File: src/rtl/kwsm_pkg.sv
// Shared constants, types and helpers for the k-way sorted stream merge.
// Used by kwsm_ctrl, kwsm_dp and k_way_sorted_stream_merge; no dependencies.
package kwsm_pkg;

  localparam int SOURCES     = 8;
  localparam int VALUE_WIDTH = 32;
  localparam int SRC_W       = 3;
  localparam int MASK_W      = 8;
  localparam int RED_STEPS   = $clog2(SOURCES);
  localparam int STEP_W      = $clog2(RED_STEPS + 1);
  localparam logic [MASK_W-1:0] MASK_RESET = '1;

  // Commands from the controller to the datapath
  typedef struct packed {
    logic wr_head;
    logic load;
    logic reduce;
    logic emit;
  } kwsm_cmd_t;

  // Status from the datapath to the controller
  typedef struct packed {
    logic in_ok;
    logic go;
    logic out_free;
    logic chain;
  } kwsm_stat_t;

  // One candidate in the minimum search
  typedef struct packed {
    logic                          vld;
    logic [SRC_W-1:0]              idx;
    logic signed [VALUE_WIDTH-1:0] key;
  } kwsm_cand_t;

  // Keep the smaller key; on a tie keep the left (lower index) candidate
  function automatic kwsm_cand_t kwsm_pick(input kwsm_cand_t a, input kwsm_cand_t b);
    kwsm_cand_t r;
    if (!a.vld) begin
      r = b;
    end else if (!b.vld) begin
      r = a;
    end else if (b.key < a.key) begin
      r = b;
    end else begin
      r = a;
    end
    return r;
  endfunction

endpackage

File: src/rtl/kwsm_ctrl.sv
// Controller state machine for the k-way merge: sequences head write,
// readiness check, minimum search and emit. Depends on kwsm_pkg.
module kwsm_ctrl (
  input  logic               clk,
  input  logic               rst_n,
  input  logic               in_tvalid,
  output logic               in_tready,
  input  kwsm_pkg::kwsm_stat_t stat,
  output kwsm_pkg::kwsm_cmd_t  cmd
);

  localparam logic [1:0] S_IDLE   = 2'd0;
  localparam logic [1:0] S_CHECK  = 2'd1;
  localparam logic [1:0] S_REDUCE = 2'd2;
  localparam logic [1:0] S_EMIT   = 2'd3;

  logic [1:0]                  state_r, state_nxt;
  logic [kwsm_pkg::STEP_W-1:0] step_r, step_nxt;

  assign in_tready = (state_r == S_IDLE);

  // Next state and commands
  always_comb begin
    state_nxt = state_r;
    step_nxt  = step_r;
    cmd       = '0;
    case (state_r)
      S_IDLE: begin
        if (in_tvalid && stat.in_ok) begin
          cmd.wr_head = 1'b1;
          state_nxt   = S_CHECK;
        end
      end
      S_CHECK: begin
        if (stat.go) begin
          cmd.load  = 1'b1;
          step_nxt  = '0;
          state_nxt = S_REDUCE;
        end else begin
          state_nxt = S_IDLE;
        end
      end
      S_REDUCE: begin
        cmd.reduce = 1'b1;
        step_nxt   = step_r + 1'b1;
        if (step_r == kwsm_pkg::STEP_W'(kwsm_pkg::RED_STEPS - 1)) begin
          state_nxt = S_EMIT;
        end
      end
      S_EMIT: begin
        if (stat.out_free) begin
          cmd.emit  = 1'b1;
          state_nxt = stat.chain ? S_CHECK : S_IDLE;
        end
      end
      default: begin
        state_nxt = S_IDLE;
      end
    endcase
  end

  // Hold state
  always_ff @(posedge clk) begin
    if (!rst_n) begin
      state_r <= S_IDLE;
      step_r  <= '0;
    end else begin
      state_r <= state_nxt;
      step_r  <= step_nxt;
    end
  end

endmodule

File: src/rtl/kwsm_dp.sv
// Datapath for the k-way merge: source mask, head registers, registered
// minimum-search tree and output register. Depends on kwsm_pkg.
module kwsm_dp (
  input  logic                                  clk,
  input  logic                                  rst_n,
  input  logic                                  cfg_wr_en,
  input  logic [kwsm_pkg::MASK_W-1:0]           cfg_wr_data,
  input  logic [kwsm_pkg::SRC_W-1:0]            in_source,
  input  logic signed [kwsm_pkg::VALUE_WIDTH-1:0] in_value,
  input  logic                                  in_last,
  input  kwsm_pkg::kwsm_cmd_t                   cmd,
  output kwsm_pkg::kwsm_stat_t                  stat,
  input  logic                                  out_tready,
  output logic                                  out_valid,
  output logic signed [kwsm_pkg::VALUE_WIDTH-1:0] out_value,
  output logic [kwsm_pkg::SRC_W-1:0]            out_source,
  output logic                                  out_refill,
  output logic                                  out_done
);

  logic [kwsm_pkg::MASK_W-1:0]            mask_r;
  logic signed [kwsm_pkg::VALUE_WIDTH-1:0] head_value_r [kwsm_pkg::SOURCES];
  logic [kwsm_pkg::SOURCES-1:0]           head_valid_r, head_final_r, finished_r;
  logic [kwsm_pkg::SRC_W-1:0]             prev_r;
  kwsm_pkg::kwsm_cand_t                   cand_r [kwsm_pkg::SOURCES];
  logic                                   out_valid_r;
  logic signed [kwsm_pkg::VALUE_WIDTH-1:0] out_value_r;
  logic [kwsm_pkg::SRC_W-1:0]             out_source_r;
  logic                                   out_refill_r, out_done_r;

  logic [kwsm_pkg::SOURCES-1:0] en_vec, open_vec, sel_hot;
  logic                         prev_tie, sel_final, sel_done;
  logic [kwsm_pkg::SRC_W-1:0]   sel;

  // Merge status
  assign en_vec   = mask_r[kwsm_pkg::SOURCES-1:0];
  assign open_vec = en_vec & ~finished_r;

  assign stat.in_ok    = en_vec[in_source] & ~finished_r[in_source] & ~head_valid_r[in_source];
  assign stat.go       = (|open_vec) && ((open_vec & ~head_valid_r) == '0);
  assign stat.out_free = ~out_valid_r | out_tready;

  // Pick the winner: prefer the source emitted just before on a tie
  assign prev_tie  = en_vec[prev_r] & head_valid_r[prev_r] &
                     (head_value_r[prev_r] == cand_r[0].key);
  assign sel       = prev_tie ? prev_r : cand_r[0].idx;
  assign sel_hot   = kwsm_pkg::SOURCES'(1) << sel;
  assign sel_final = head_final_r[sel];
  assign sel_done  = sel_final && ((open_vec & ~sel_hot) == '0);
  assign stat.chain = sel_final & ~sel_done;

  // Merge state: configuration restart, head write, emit
  always_ff @(posedge clk) begin
    if (!rst_n) begin
      mask_r       <= kwsm_pkg::MASK_RESET;
      head_valid_r <= '0;
      head_final_r <= '0;
      finished_r   <= '0;
      prev_r       <= '0;
    end else if (cfg_wr_en) begin
      mask_r       <= cfg_wr_data;
      head_valid_r <= '0;
      head_final_r <= '0;
      finished_r   <= '0;
      prev_r       <= '0;
    end else begin
      if (cmd.wr_head) begin
        head_valid_r[in_source] <= 1'b1;
        head_final_r[in_source] <= in_last;
      end
      if (cmd.emit) begin
        head_valid_r[sel] <= 1'b0;
        prev_r            <= sel;
        if (sel_final) begin
          finished_r[sel]   <= 1'b1;
          head_final_r[sel] <= 1'b0;
        end
      end
    end
  end

  // Head values carry no reset
  always_ff @(posedge clk) begin
    if (cmd.wr_head) begin
      head_value_r[in_source] <= in_value;
    end
  end

  // Minimum search: load all heads, then halve the candidate row each step
  always_ff @(posedge clk) begin
    if (cmd.load) begin
      for (int i = 0; i < kwsm_pkg::SOURCES; i++) begin
        cand_r[i].vld <= en_vec[i] & head_valid_r[i];
        cand_r[i].idx <= kwsm_pkg::SRC_W'(i);
        cand_r[i].key <= head_value_r[i];
      end
    end else if (cmd.reduce) begin
      for (int i = 0; i < kwsm_pkg::SOURCES / 2; i++) begin
        cand_r[i] <= kwsm_pkg::kwsm_pick(cand_r[2*i], cand_r[2*i+1]);
      end
      for (int i = kwsm_pkg::SOURCES / 2; i < kwsm_pkg::SOURCES; i++) begin
        cand_r[i].vld <= 1'b0;
      end
    end
  end

  // Output register: drop valid when taken, load on emit
  always_ff @(posedge clk) begin
    if (!rst_n) begin
      out_valid_r <= 1'b0;
    end else if (cmd.emit) begin
      out_valid_r <= 1'b1;
    end else if (out_tready) begin
      out_valid_r <= 1'b0;
    end
  end

  always_ff @(posedge clk) begin
    if (cmd.emit) begin
      out_value_r  <= cand_r[0].key;
      out_source_r <= sel;
      out_refill_r <= ~sel_final;
      out_done_r   <= sel_done;
    end
  end

  assign out_valid  = out_valid_r;
  assign out_value  = out_value_r;
  assign out_source = out_source_r;
  assign out_refill = out_refill_r;
  assign out_done   = out_done_r;

endmodule

File: src/rtl/k_way_sorted_stream_merge.sv
// k-way sorted stream merge: a request completing the set of heads goes through head
// write, readiness check, three registered compare levels and emit; no new request is
// taken before that emit. Each further result of a chain of finished sources repeats
// check, compares and emit; a request leaving a head missing returns to idle after the
// check, a dropped one stays idle. The emit waits while the output holds an untaken request.
// Reset (rst_n, synchronous, active low) enables all sources and clears heads; cfg restarts.
module k_way_sorted_stream_merge (
  input  logic        clk,
  input  logic        rst_n,
  // Configuration: source_mask
  input  logic        cfg_wr_en,
  input  logic [7:0]  cfg_wr_data,
  // Input stream
  input  logic        in_tvalid,
  output logic        in_tready,
  input  logic [31:0] in_tdata,   // [31:0] value
  input  logic [2:0]  in_tuser,   // [2:0] source
  input  logic        in_tlast,   // source_last
  // Result stream
  output logic        out_tvalid,
  input  logic        out_tready,
  output logic [31:0] out_tdata,  // [31:0] merged_value
  output logic [4:0]  out_tuser,  // [2:0] from_source, [3] refill_wanted, [4] merge_done
  output logic        out_tlast   // run_end
);

  kwsm_pkg::kwsm_cmd_t  cmd;
  kwsm_pkg::kwsm_stat_t stat;
  logic signed [kwsm_pkg::VALUE_WIDTH-1:0] out_value;
  logic [kwsm_pkg::SRC_W-1:0]              out_source;
  logic                                    out_refill, out_done;

  kwsm_ctrl u_ctrl (
    .clk       (clk),
    .rst_n     (rst_n),
    .in_tvalid (in_tvalid),
    .in_tready (in_tready),
    .stat      (stat),
    .cmd       (cmd)
  );

  kwsm_dp u_dp (
    .clk         (clk),
    .rst_n       (rst_n),
    .cfg_wr_en   (cfg_wr_en),
    .cfg_wr_data (cfg_wr_data),
    .in_source   (in_tuser),
    .in_value    (in_tdata),
    .in_last     (in_tlast),
    .cmd         (cmd),
    .stat        (stat),
    .out_tready  (out_tready),
    .out_valid   (out_tvalid),
    .out_value   (out_value),
    .out_source  (out_source),
    .out_refill  (out_refill),
    .out_done    (out_done)
  );

  // Pack the result request
  assign out_tdata = out_value;
  assign out_tuser = {out_done, out_refill, out_source};
  assign out_tlast = out_refill | out_done;

endmodule
File: config.mk
export PLATFORM = sky130hd
export DESIGN_NAME = k_way_sorted_stream_merge
export DESIGN_NICKNAME = d
export VERILOG_FILES = /design/src/rtl/kwsm_pkg.sv /design/src/rtl/kwsm_ctrl.sv /design/src/rtl/kwsm_dp.sv /design/src/rtl/k_way_sorted_stream_merge.sv
export SDC_FILE = /design/constraint.sdc
export NUM_CORES = 1
export LEC_CHECK = 0
export BUFFER_PORTS_ARGS = -buffer_cell sky130_fd_sc_hd__buf_4
export CORE_ASPECT_RATIO = 0.75
export CORE_MARGIN = 2
export CORE_UTILIZATION = 45
export DETAILED_ROUTE_END_ITERATION = 8
export SLEW_MARGIN = 30
export SYNTH_ARGS = -nofsm -noshare
export SYNTH_HDL_FRONTEND = slang
export SYNTH_SLANG_ARGS = --single-unit
File: constraint.sdc
create_clock -name clk -period 15.75 [get_ports clk]
set_clock_uncertainty 0.2 [all_clocks]
set_input_delay 3.15 -clock clk [delete_from_list [all_inputs] [get_ports clk]]
set_output_delay 3.15 -clock clk [all_outputs]
set_load 0.02 [all_outputs]
# Word level (Yosys, flattened, before mapping)
# Memories as Yosys holds them, arrays and structs flattened. A register that Yosys moved wholly into a read port is not among the register bits.
# Index checks and enable logic that the tools add are counted.
[word_totals] reg_bits=77 latch_bits=0 mem_bits_rw=544 rom_bits=0 input_bits=49 out_inout_bits=40 wordCells=170 memories=2
[mem_list] name="u_dp.cand_r" words=8 width=36 read_ports=8 rd_ports_with_merged_regs=0 write_ports=8 line_no="kwsm_dp.sv:25" source="kwsm_pkg::kwsm_cand_t cand_r [kwsm_pkg::SOURCES];"
[mem_list] name="u_dp.head_value_r" words=8 width=32 read_ports=9 rd_ports_with_merged_regs=1 write_ports=1 line_no="kwsm_dp.sv:22" source="logic signed [kwsm_pkg::VALUE_WIDTH-1:0] head_value_r [kwsm_pkg::SOURCES];"
[op_classes] add_sub_neg=1 n_mul=0 div=0 n_lt_le_gt_ge=9 eq_ne=9 n_shift=1 mux=81 bitwise=40 reduce_logical=15
[op_table] op="36-bit 2-to-1 mux" count=20
[op_table] op="35-bit 2-to-1 mux" count=4
[op_table] op="32-bit < comparator" count=4
[op_table] op="8-bit 2-to-1 mux" count=9
[op_table] op="8-bit bitwise AND" count=5
[op_table] op="32-bit == test" count=1
[op_table] op="8-bit NOT" count=4
[op_table] op="1-bit 2-to-1 mux" count=29
[op_table] op="1-bit binary-select mux with 3-bit select" count=6
[op_table] op="8-bit zero test" count=2
[op_table] op="8-bit OR" count=2
[op_table] op="1-bit bitwise AND" count=13
[op_table] op="3-bit by 4-bit < comparator with 1-bit output, second input constant" count=3
[op_table] op="2-bit 2-to-1 mux" count=5
[op_table] op="1-bit OR" count=10
[op_table] op="3-bit 2-to-1 mux" count=3
[op_table] op="8-bit bitwise mux" count=1
[op_table] op="2-bit one-hot mux with 4 select lines" count=1
[op_table] op="8-bit OR reduction" count=1
[op_table] op="1-bit by 3-bit left shift with 8-bit output, first input constant" count=1
[op_table] op="1-bit demux with 3-bit select" count=2
[op_table] op="2-bit == test, second input constant" count=3
[op_table] op="3-bit by 1-bit greater-or-equal comparator with 1-bit output, second input constant" count=2
[op_table] op="1-bit NOT" count=6
[op_table] op="other kinds (11)" count=19

# Logic depth before layout (Yosys ltp)
# Gate-level depths: netlist of run 1.
[logic_depth] word_depth=15 mapped_depth=17

# Hierarchy
# Synthesis of run 1 repeated with hierarchy kept, for this count alone.
[hier_totals] hier_cells=2057 area_unflattened_um2=27940.5
[modules_own_cells] module="kwsm_dp" n_inst=1 cells_per_inst=2025 area_each_um2=27691.6 seq_area_each_um2=17807.1
[modules_own_cells] module="kwsm_ctrl" n_inst=1 cells_per_inst=29 area_each_um2=227.7 seq_area_each_um2=80.1
[modules_own_cells] module="k_way_sorted_stream_merge" n_inst=1 cells_per_inst=3 area_each_um2=21.3 seq_area_each_um2=0.0

# Worst setup path after synthesis of run 1
# OpenSTA, ideal clock, no wires.
[synth_timing] kind="in2reg" startpoint="in in_tuser[2]" endpoint="reg u_dp.head_final_r[0] (netlist bit)" setup_ps=84 arrival_ps=7091 t_required_ps=15466 slack_ps=8375 path_stages=10 path_buffers=1 cell_sequence="clkbuf_1 nor2_1 a21oi_1 o21ai_0 o21ai_0 nand4_1 or2_2 nor3_1 mux2i_1 a211oi_2"
[synth_via] elab_chain_len=14
[synth_lines] element="from (decl)" line_no="k_way_sorted_stream_merge.sv:17" source="input logic [2:0] in_tuser,"
[synth_lines] element="1-bit binary-select mux with 3-bit select" line_no="kwsm_dp.sv:39" source="assign stat.in_ok = en_vec[in_source] & ~finished_r[in_source] & ~head_valid_r[in_source];"
[synth_lines] element="1-bit 2-to-1 mux (implied by the code)" line_no="kwsm_dp.sv:39"
[synth_lines] element="1-bit NOT" line_no="kwsm_dp.sv:39"
[synth_lines] element="1-bit bitwise AND (2 in a row)" line_no="kwsm_dp.sv:39"
[synth_lines] element="1-bit logical AND" line_no="kwsm_ctrl.sv:29" source="if (in_tvalid && stat.in_ok) begin"
[synth_lines] element="1-bit 2-to-1 mux" line_no="kwsm_ctrl.sv:29"
[synth_lines] element="1-bit 2-to-1 mux" line_no="kwsm_ctrl.sv:27" source="case (state_r)"
[synth_lines] element="8-bit 2-to-1 mux (*)" line_no="kwsm_dp.sv:67" source="if (cmd.wr_head) begin"
[synth_lines] element="8-bit 2-to-1 mux (*)" line_no="kwsm_dp.sv:60" source="end else if (cfg_wr_en) begin"
[synth_lines] element="8-bit 2-to-1 mux (*)" line_no="kwsm_dp.sv:54" source="if (!rst_n) begin"
[synth_lines] element="8-bit bitwise AND (no source line)"
[synth_lines] element="8-bit 2-to-1 mux" line_no="kwsm_dp.sv:74" source="if (sel_final) begin"
[synth_lines] element="8-bit 2-to-1 mux (*)" line_no="kwsm_dp.sv:71" source="if (cmd.emit) begin"
[synth_lines] element="to (signal, indexed assignment)" line_no="kwsm_dp.sv:69" source="head_final_r[in_source] <= in_last;"
[synth_lines] element="to (decl)" line_no="kwsm_dp.sv:23" source="logic [kwsm_pkg::SOURCES-1:0] head_valid_r, head_final_r, finished_r;"
# Every way passes the cells marked *; elsewhere a longest branch is shown, timed or not. The select of a mux whose other input is x is not followed.
# A chain may end at the register's enable or synchronous reset.

==> results.sh, run 1 <==
export IMPL_status="finished clean"
export IMPL_final_critical_path_required_period_ns=6.00
export IMPL_synthFlopType="sky130_fd_sc_hd__edfxtp_1"
export IMPL_remaining_drc_errors=0
export IMPL_fill_cells=5275
export IMPL_fin_worst_hold_slack_ns=0.240
export IMPL_design_die_area_um2=64400
export IMPL_drt_pre_antenna_iters=5
export IMPL_die_width_um=292
export IMPL_cts_setup_buffers=0
export IMPL_report_final_setup_viol=0
export IMPL_cts_hold_buf=0
export IMPL_synth_top_cells_by_count="sky130_fd_sc_hd__edfxtp_1 (567), sky130_fd_sc_hd__nand2_1 (200), sky130_fd_sc_hd__mux2i_1 (165)"
export IMPL_synth_async_sr_flop_share=0
export IMPL_area_growth_pct=12.7
export IMPL_starting_density_of_the_core=0.453
export IMPL_power_ir_vdd_worst_uv=88.8
export IMPL_groute_usage_overall=0.226
export IMPL_core_region_area_um2=61900
export IMPL_finish_cell_count_without_fillers=2977
export IMPL_synth_edf_count=567
export IMPL_drt_vias_per_instance=5.57
export IMPL_max_slew_worst_pin_slew_ns=0.962
export IMPL_total_power_mw=3.22
export IMPL_dr_total_vias=16600
export IMPL_worst_setup_hold_path_clk_slew_ns=0.06
export IMPL_nets=2291
export IMPL_drive_gt1_frac=0.139
export IMPL_synth_seq_area_share=0.638
export IMPL_placement_io_buffers=88
export IMPL_crit_arrival_ns=6.32
export IMPL_synth_net_count=2203
export IMPL_worstSetupEndpointType="register"
export IMPL_root_buffer_selected_by_cts="sky130_fd_sc_hd__clkbuf_16"
export IMPL_yosysUniqueCellTypes=60
export IMPL_grt_start_max_net_pins=96
export IMPL_global_route_overflow_total=0
export IMPL_synth_most_common_cell="sky130_fd_sc_hd__edfxtp_1"
export IMPL_synth_top_cells_by_area="sky130_fd_sc_hd__edfxtp_1 (61%), sky130_fd_sc_hd__mux2i_1 (5.9%), sky130_fd_sc_hd__ha_1 (5.6%)"
export IMPL_power_per_cell_area_nw_per_um2=102
export IMPL_ys_ff_latch=610
export IMPL_synth_cell_area_um2=28100
export IMPL_post_drt_wl_per_cell_um=24.3
export IMPL_via_count_of_the_first_global_routing_pass=16300
export IMPL_number_of_antenna_violations_at_the_first_check_in_global_routing=0
export IMPL_yosys_area_top_type_share=0.607
export IMPL_cts_tree="yes"
export IMPL_post_route_period_util=0.381
export IMPL_synthesis_instances=2029
export IMPL_grt_setup_unrepaired="false"
export IMPL_clock_tree_buffer_depth=3
export IMPL_syn_avg_cell_area_um2=13.8
export IMPL_power_leakage_nw=11.9
export IMPL_ioPinCount=89
export IMPL_numPlacedInstances=2863
export IMPL_clock_sink_count=610
export IMPL_finalWirelength_um=72400
export IMPL_chipHeight_um=220
export IMPL_cts_buffers_inserted=61
export IMPL_cts_repair_resize_count=0
export IMPL_detailed_place_hpwl_um=46800
export IMPL_slew_violations=0
export IMPL_critPathRequiredTime_ns=16.07
export IMPL_drv_max_cap_violation_count=0
export IMPL_fp_row_count=79
export IMPL_max_fclk_mhz=167
export IMPL_yosys_warnings=0
export IMPL_h_tree_depth=2
export IMPL_grt_pass1_wl_um=107000
export IMPL_critical_path_peak_fanout=41
export IMPL_ant_nets=0
export IMPL_final_hold_viol_count=0
export IMPL_path_class="register to register"
export IMPL_post_synth_top_area_cell="sky130_fd_sc_hd__edfxtp_1"
export IMPL_fin_setup_tns_ns=0
export IMPL_slew_headroom=0.340
export IMPL_gp_routability_congestion=0.871
export IMPL_clock_insertion_delay_worst_skew_ns=0.63
export IMPL_hold_class="register to register"
export IMPL_drt_iter0_drc=1814
export IMPL_critPathLaunchType="register"
path summary, 6_finish.rpt:
path                                         start                   end  slack, ns  cells after the start
worst max register to register            register  u_dp.head_final_r[3]       9.75                     13
worst min register to register  u_dp.cand_r[0][16]    u_dp.out_value[16]       0.24                      0
worst max-delay path                      register  u_dp.head_final_r[3]       9.75                     13
worst min-delay path            u_dp.cand_r[0][16]    u_dp.out_value[16]       0.24                      0
layer usage:
| layer | up-vias | part of all wire | GRT usage | routed length, um |
|---|---|---|---|---|
| met5 | - | 0 | 0 | 0 |
| met4 | 0 | 0.020 | 0.0540 | 1440 |
| met3 | 86 | 0.077 | 0.0467 | 5610 |
| met2 | 553 | 0.43 | 0.336 | 31300 |
| met1 | 8252 | 0.47 | 0.342 | 34100 |
| li1 | 7678 | - | - | - |
cells by family (layout without fill, tap and decap cells):
kind of cell,Yosys count,after routing,synth area share
buffers and inverters,229,366,0.0326
other,0,1,0
AND/OR/NAND/NOR,508,508,0.0898
XOR/XNOR,31,31,0.00968
multiplexers,231,231,0.110
AO/OA/AOI/OAI,295,295,0.0642
flip-flops,610,610,0.638
adder cells (fa/ha/maj),125,125,0.0558
where the power goes:
part | internal, mW | switching, mW
combinational | 0.0179 | 0.0343
clock | 0.775 | 0.615
sequential | 1.77 | 0.00725
total | 2.56 | 0.657
metrics by stage:
stage / worst slack, ns / utilization / area, um2
6_report: 9.75 / 0.511 / 31600
5_1_grt: 9.49 / 0.511 / 31600
4_1_cts: 9.85 / 0.510 / 31600
2_1_floorplan: 8.37 / - / 28100
3_3_place_gp: 9.84 / 0.479 / 29600
3_5_place_dp: 9.89 / 0.480 / 29700
flip-flops by register name, indices dropped and copies added, names as in the netlist, named ones only:
name and count:
u_dp.head_valid_r 8, u_dp.out_valid 1, u_dp.out_value 32, u_dp.out_done 1
u_dp.en_vec 8, u_dp.prev_r 3, u_dp.cand_r 274, u_dp.head_final_r 8
u_dp.head_value_r 256, u_dp.out_refill 1, u_ctrl.step_r 2, u_dp.out_source 3
u_ctrl.state_r 1, u_dp.finished_r 8
placed cells by master, fill, tap and decap left out, types with 62 or more instances in the layout:
cell type	Yosys	final
sky130_fd_sc_hd__nor2_1	74	68
sky130_fd_sc_hd__inv_1	133	132
sky130_fd_sc_hd__mux4_2	62	62
sky130_fd_sc_hd__o21ai_1	68	68
sky130_fd_sc_hd__ha_1	125	125
sky130_fd_sc_hd__a21oi_1	72	71
sky130_fd_sc_hd__edfxtp_1	567	567
sky130_fd_sc_hd__and2_1	106	106
sky130_fd_sc_hd__buf_4	7	113
sky130_fd_sc_hd__mux2i_1	165	165
sky130_fd_sc_hd__a21o_1	63	63
sky130_fd_sc_hd__nand2_1	200	200
worst max-delay path: stages, from the launching register on:
cell and delay [ns]:
sky130_fd_sc_hd__dfxtp_4 0.63, sky130_fd_sc_hd__buf_4 0.72, sky130_fd_sc_hd__mux4_2 0.42, sky130_fd_sc_hd__xnor2_1 0.39, sky130_fd_sc_hd__o2111ai_1 0.18, sky130_fd_sc_hd__a2111oi_1 0.82
sky130_fd_sc_hd__nor4b_4 0.36, sky130_fd_sc_hd__buf_4 0.34, sky130_fd_sc_hd__mux2i_1 0.41, sky130_fd_sc_hd__inv_1 0.12, sky130_fd_sc_hd__a2111o_1 0.43, sky130_fd_sc_hd__o211a_2 0.26
sky130_fd_sc_hd__and2_1 0.26, sky130_fd_sc_hd__a211oi_2 0.23
final cells by class:
class                   instances  area [um2]  share of cell area
inverters                     135         509              0.0161
repair buffers                119         957              0.0303
clock buffers                  76        1580              0.0501
well taps                     810        1010              0.0321
diodes                          1        2.50           0.0000792
multi-input cells            1190        9370               0.296
flip-flops and latches        610       17900               0.566
clock inverters                36         283             0.00894
Note: power is estimated with default switching activity, not from simulation.
==> run 2, diff against run 1 <==
clock period = 6 ns   (was 15.75 ns; I/O delays follow)
==> results.sh, run 2 (synthesized netlist as in run 1, its figures left out) <==
export IMPL_route_top_layer_used="met4"
export IMPL_drt_vias_per_instance=5.63
export IMPL_total_power_mw=8.57
export IMPL_grt_pass1_wl_um=109000
export IMPL_worst_path_max_delay_cell="sky130_fd_sc_hd__dfxtp_4"
export IMPL_max_slew_worst_pin_slew_ns=0.949
export IMPL_largest_reg_flops=274
export IMPL_nets=2299
export IMPL_global_route_overflow_total=0
export IMPL_registers_top_by_ff_count="u_dp.cand_r"
export IMPL_cp_slowest_stage_delay_ns=0.61
export IMPL_worst_hold_path_num_cells=0
export IMPL_route_met2_wl_um=32600
export IMPL_cts_buffers_inserted=61
export IMPL_via_count_of_the_first_global_routing_pass=16500
export IMPL_critPathRequiredTime_ns=6.33
export IMPL_final_hold_viol_count=0
export IMPL_path_class="register to register"
export IMPL_met3_wirelength_um=6000
export IMPL_critPathLaunchType="register"
export IMPL_placement_io_buffers=88
export IMPL_ff2ff_path_depth=13
export IMPL_fp_row_count=79
export IMPL_worstSetupEndpointType="register"
export IMPL_slew_violations=0
export IMPL_h_tree_depth=2
export IMPL_cp_num_cells=13
export IMPL_drt_pre_antenna_iters=5
export IMPL_area_growth_pct=13.5
export IMPL_crit_arrival_ns=5.35
export IMPL_cts_repair_resize_count=0
export IMPL_post_route_period_util=0.837
export IMPL_status="finished clean"
export IMPL_layout_common_cells="sky130_fd_sc_hd__edfxtp_1 (567), sky130_fd_sc_hd__nand2_1 (200), sky130_fd_sc_hd__mux2i_1 (165)"
export IMPL_post_drt_wl_per_cell_um=24.9
export IMPL_ant_nets=0
export IMPL_worst_setup_hold_path_clk_slew_ns=0.07
export IMPL_gp_routability_congestion=0.893
export IMPL_clock_tree_buffer_depth=3
export IMPL_wl_met1_um=34400
export IMPL_ioPinCount=89
export IMPL_starting_density_of_the_core=0.453
export IMPL_crit_chain="mux4_2, mux2i_1, o2111ai_1, a2111oi_0, buf_4, nor4b_4, buf_4, mux2i_1, inv_1, a2111o_1, o211a_2, and2_1, a211oi_2"
export IMPL_power_per_cell_area_nw_per_um2=269
export IMPL_cts_setup_buffers=0
export IMPL_power_leakage_nw=12.0
export IMPL_finalWirelength_um=74200
export IMPL_drt_iter0_drc=1793
export IMPL_hold_class="register to register"
export IMPL_final_critical_path_required_period_ns=5.02
export IMPL_report_final_setup_viol=0
export IMPL_drv_max_cap_violation_count=0
export IMPL_multi_input_comb_area_um2=9370
export IMPL_clock_sink_count=610
export IMPL_dr_total_vias=16800
export IMPL_critical_path_peak_fanout=15
export IMPL_chipHeight_um=220
export IMPL_detailed_place_hpwl_um=48900
export IMPL_fin_setup_tns_ns=0
export IMPL_slew_headroom=0.367
export IMPL_clock_insertion_delay_worst_skew_ns=0.62
export IMPL_groute_usage_overall=0.231
export IMPL_core_region_area_um2=61900
export IMPL_crit_family="compound AO/OA/AOI/OAI gates"
export IMPL_diodes=0
export IMPL_layout_cells_most_common="sky130_fd_sc_hd__edfxtp_1"
export IMPL_fill_cells=5195
export IMPL_grt_start_max_net_pins=230
export IMPL_sequential_cell_area_um2=17900
export IMPL_root_buffer_selected_by_cts="sky130_fd_sc_hd__clkbuf_16"
export IMPL_design_die_area_um2=64400
export IMPL_number_of_antenna_violations_at_the_first_check_in_global_routing=0
export IMPL_grt_setup_unrepaired="false"
export IMPL_die_width_um=292
export IMPL_cts_hold_buf=0
export IMPL_max_fclk_mhz=199
export IMPL_remaining_drc_errors=0
export IMPL_power_ir_vdd_worst_uv=235
export IMPL_worstPathBufferInverterCount=3
export IMPL_drive_gt1_frac=0.143
export IMPL_cts_tree="yes"
[run 2: cell count changes in the layout (fill, tap and decap cells not counted), moves of 2 or more]
cell | before | now
sky130_fd_sc_hd__buf_12 | 1 | 6
sky130_fd_sc_hd__buf_4 | 113 | 117
sky130_fd_sc_hd__buf_6 | 3 | 0
sky130_fd_sc_hd__bufinv_16 | 4 | 6
sky130_fd_sc_hd__clkbuf_1 | 15 | 9
sky130_fd_sc_hd__clkbuf_16 | 61 | 63
sky130_fd_sc_hd__clkinv_1 | 15 | 19
sky130_fd_sc_hd__inv_6 | 4 | 1
[run 2: final timing paths]
kind | endpoint | slack, ns | start
max | u_dp.head_final_r[0] | 0.98 | register
min | u_dp.cand_r[1][23] | 0.25 | u_dp.head_value_r[4][23]
max reg2reg | u_dp.head_final_r[0] | 0.98 | register
min reg2reg | u_dp.cand_r[1][23] | 0.25 | u_dp.head_value_r[4][23]
[run 2: routing by layer]
layer	vias to the layer above	track usage
li1	7690	-
met1	8420	0.350
met2	602	0.349
met3	81	0.0452
met4	0	0.0456
met5	-	0
[run 2: metrics by stage]
step | cells | worst slack (ns) | util | hold WS, ns | cell area [um2]
6_report | 2984 | 0.976 | 0.514 | 0.249 | 31800
5_1_grt | 2984 | 0.677 | 0.514 | 0.258 | 31800
4_1_cts | 2983 | 1.00 | 0.514 | 0.245 | 31800
3_5_place_dp | 2871 | 1.02 | 0.483 | 0.238 | 29900
3_3_place_gp | 2868 | 1.07 | 0.481 | 0.232 | 29800
2_1_floorplan | 2029 | 0.444 | - | 0.221 | 28100
[run 2: area by class of cell]
| cell class | instances | area share |
|---|---|---|
| Timing Repair Buffer | 127 | 0.0344 |
| Inverter | 135 | 0.0160 |
| Clock buffer | 72 | 0.0506 |
| Clock inverter | 40 | 0.0106 |
| Tap cell | 810 | 0.0318 |
| Sequential cell | 610 | 0.562 |
| Multi-Input combinational cell | 1190 | 0.294 |
[run 2: power breakdown]
part           internal [mW]  leakage, nW  switching, mW
Clock                   2.16        0.956           1.61
Combinational         0.0494         5.83         0.0915
Sequential              4.64         5.26         0.0197
Total                   6.85         12.0           1.72
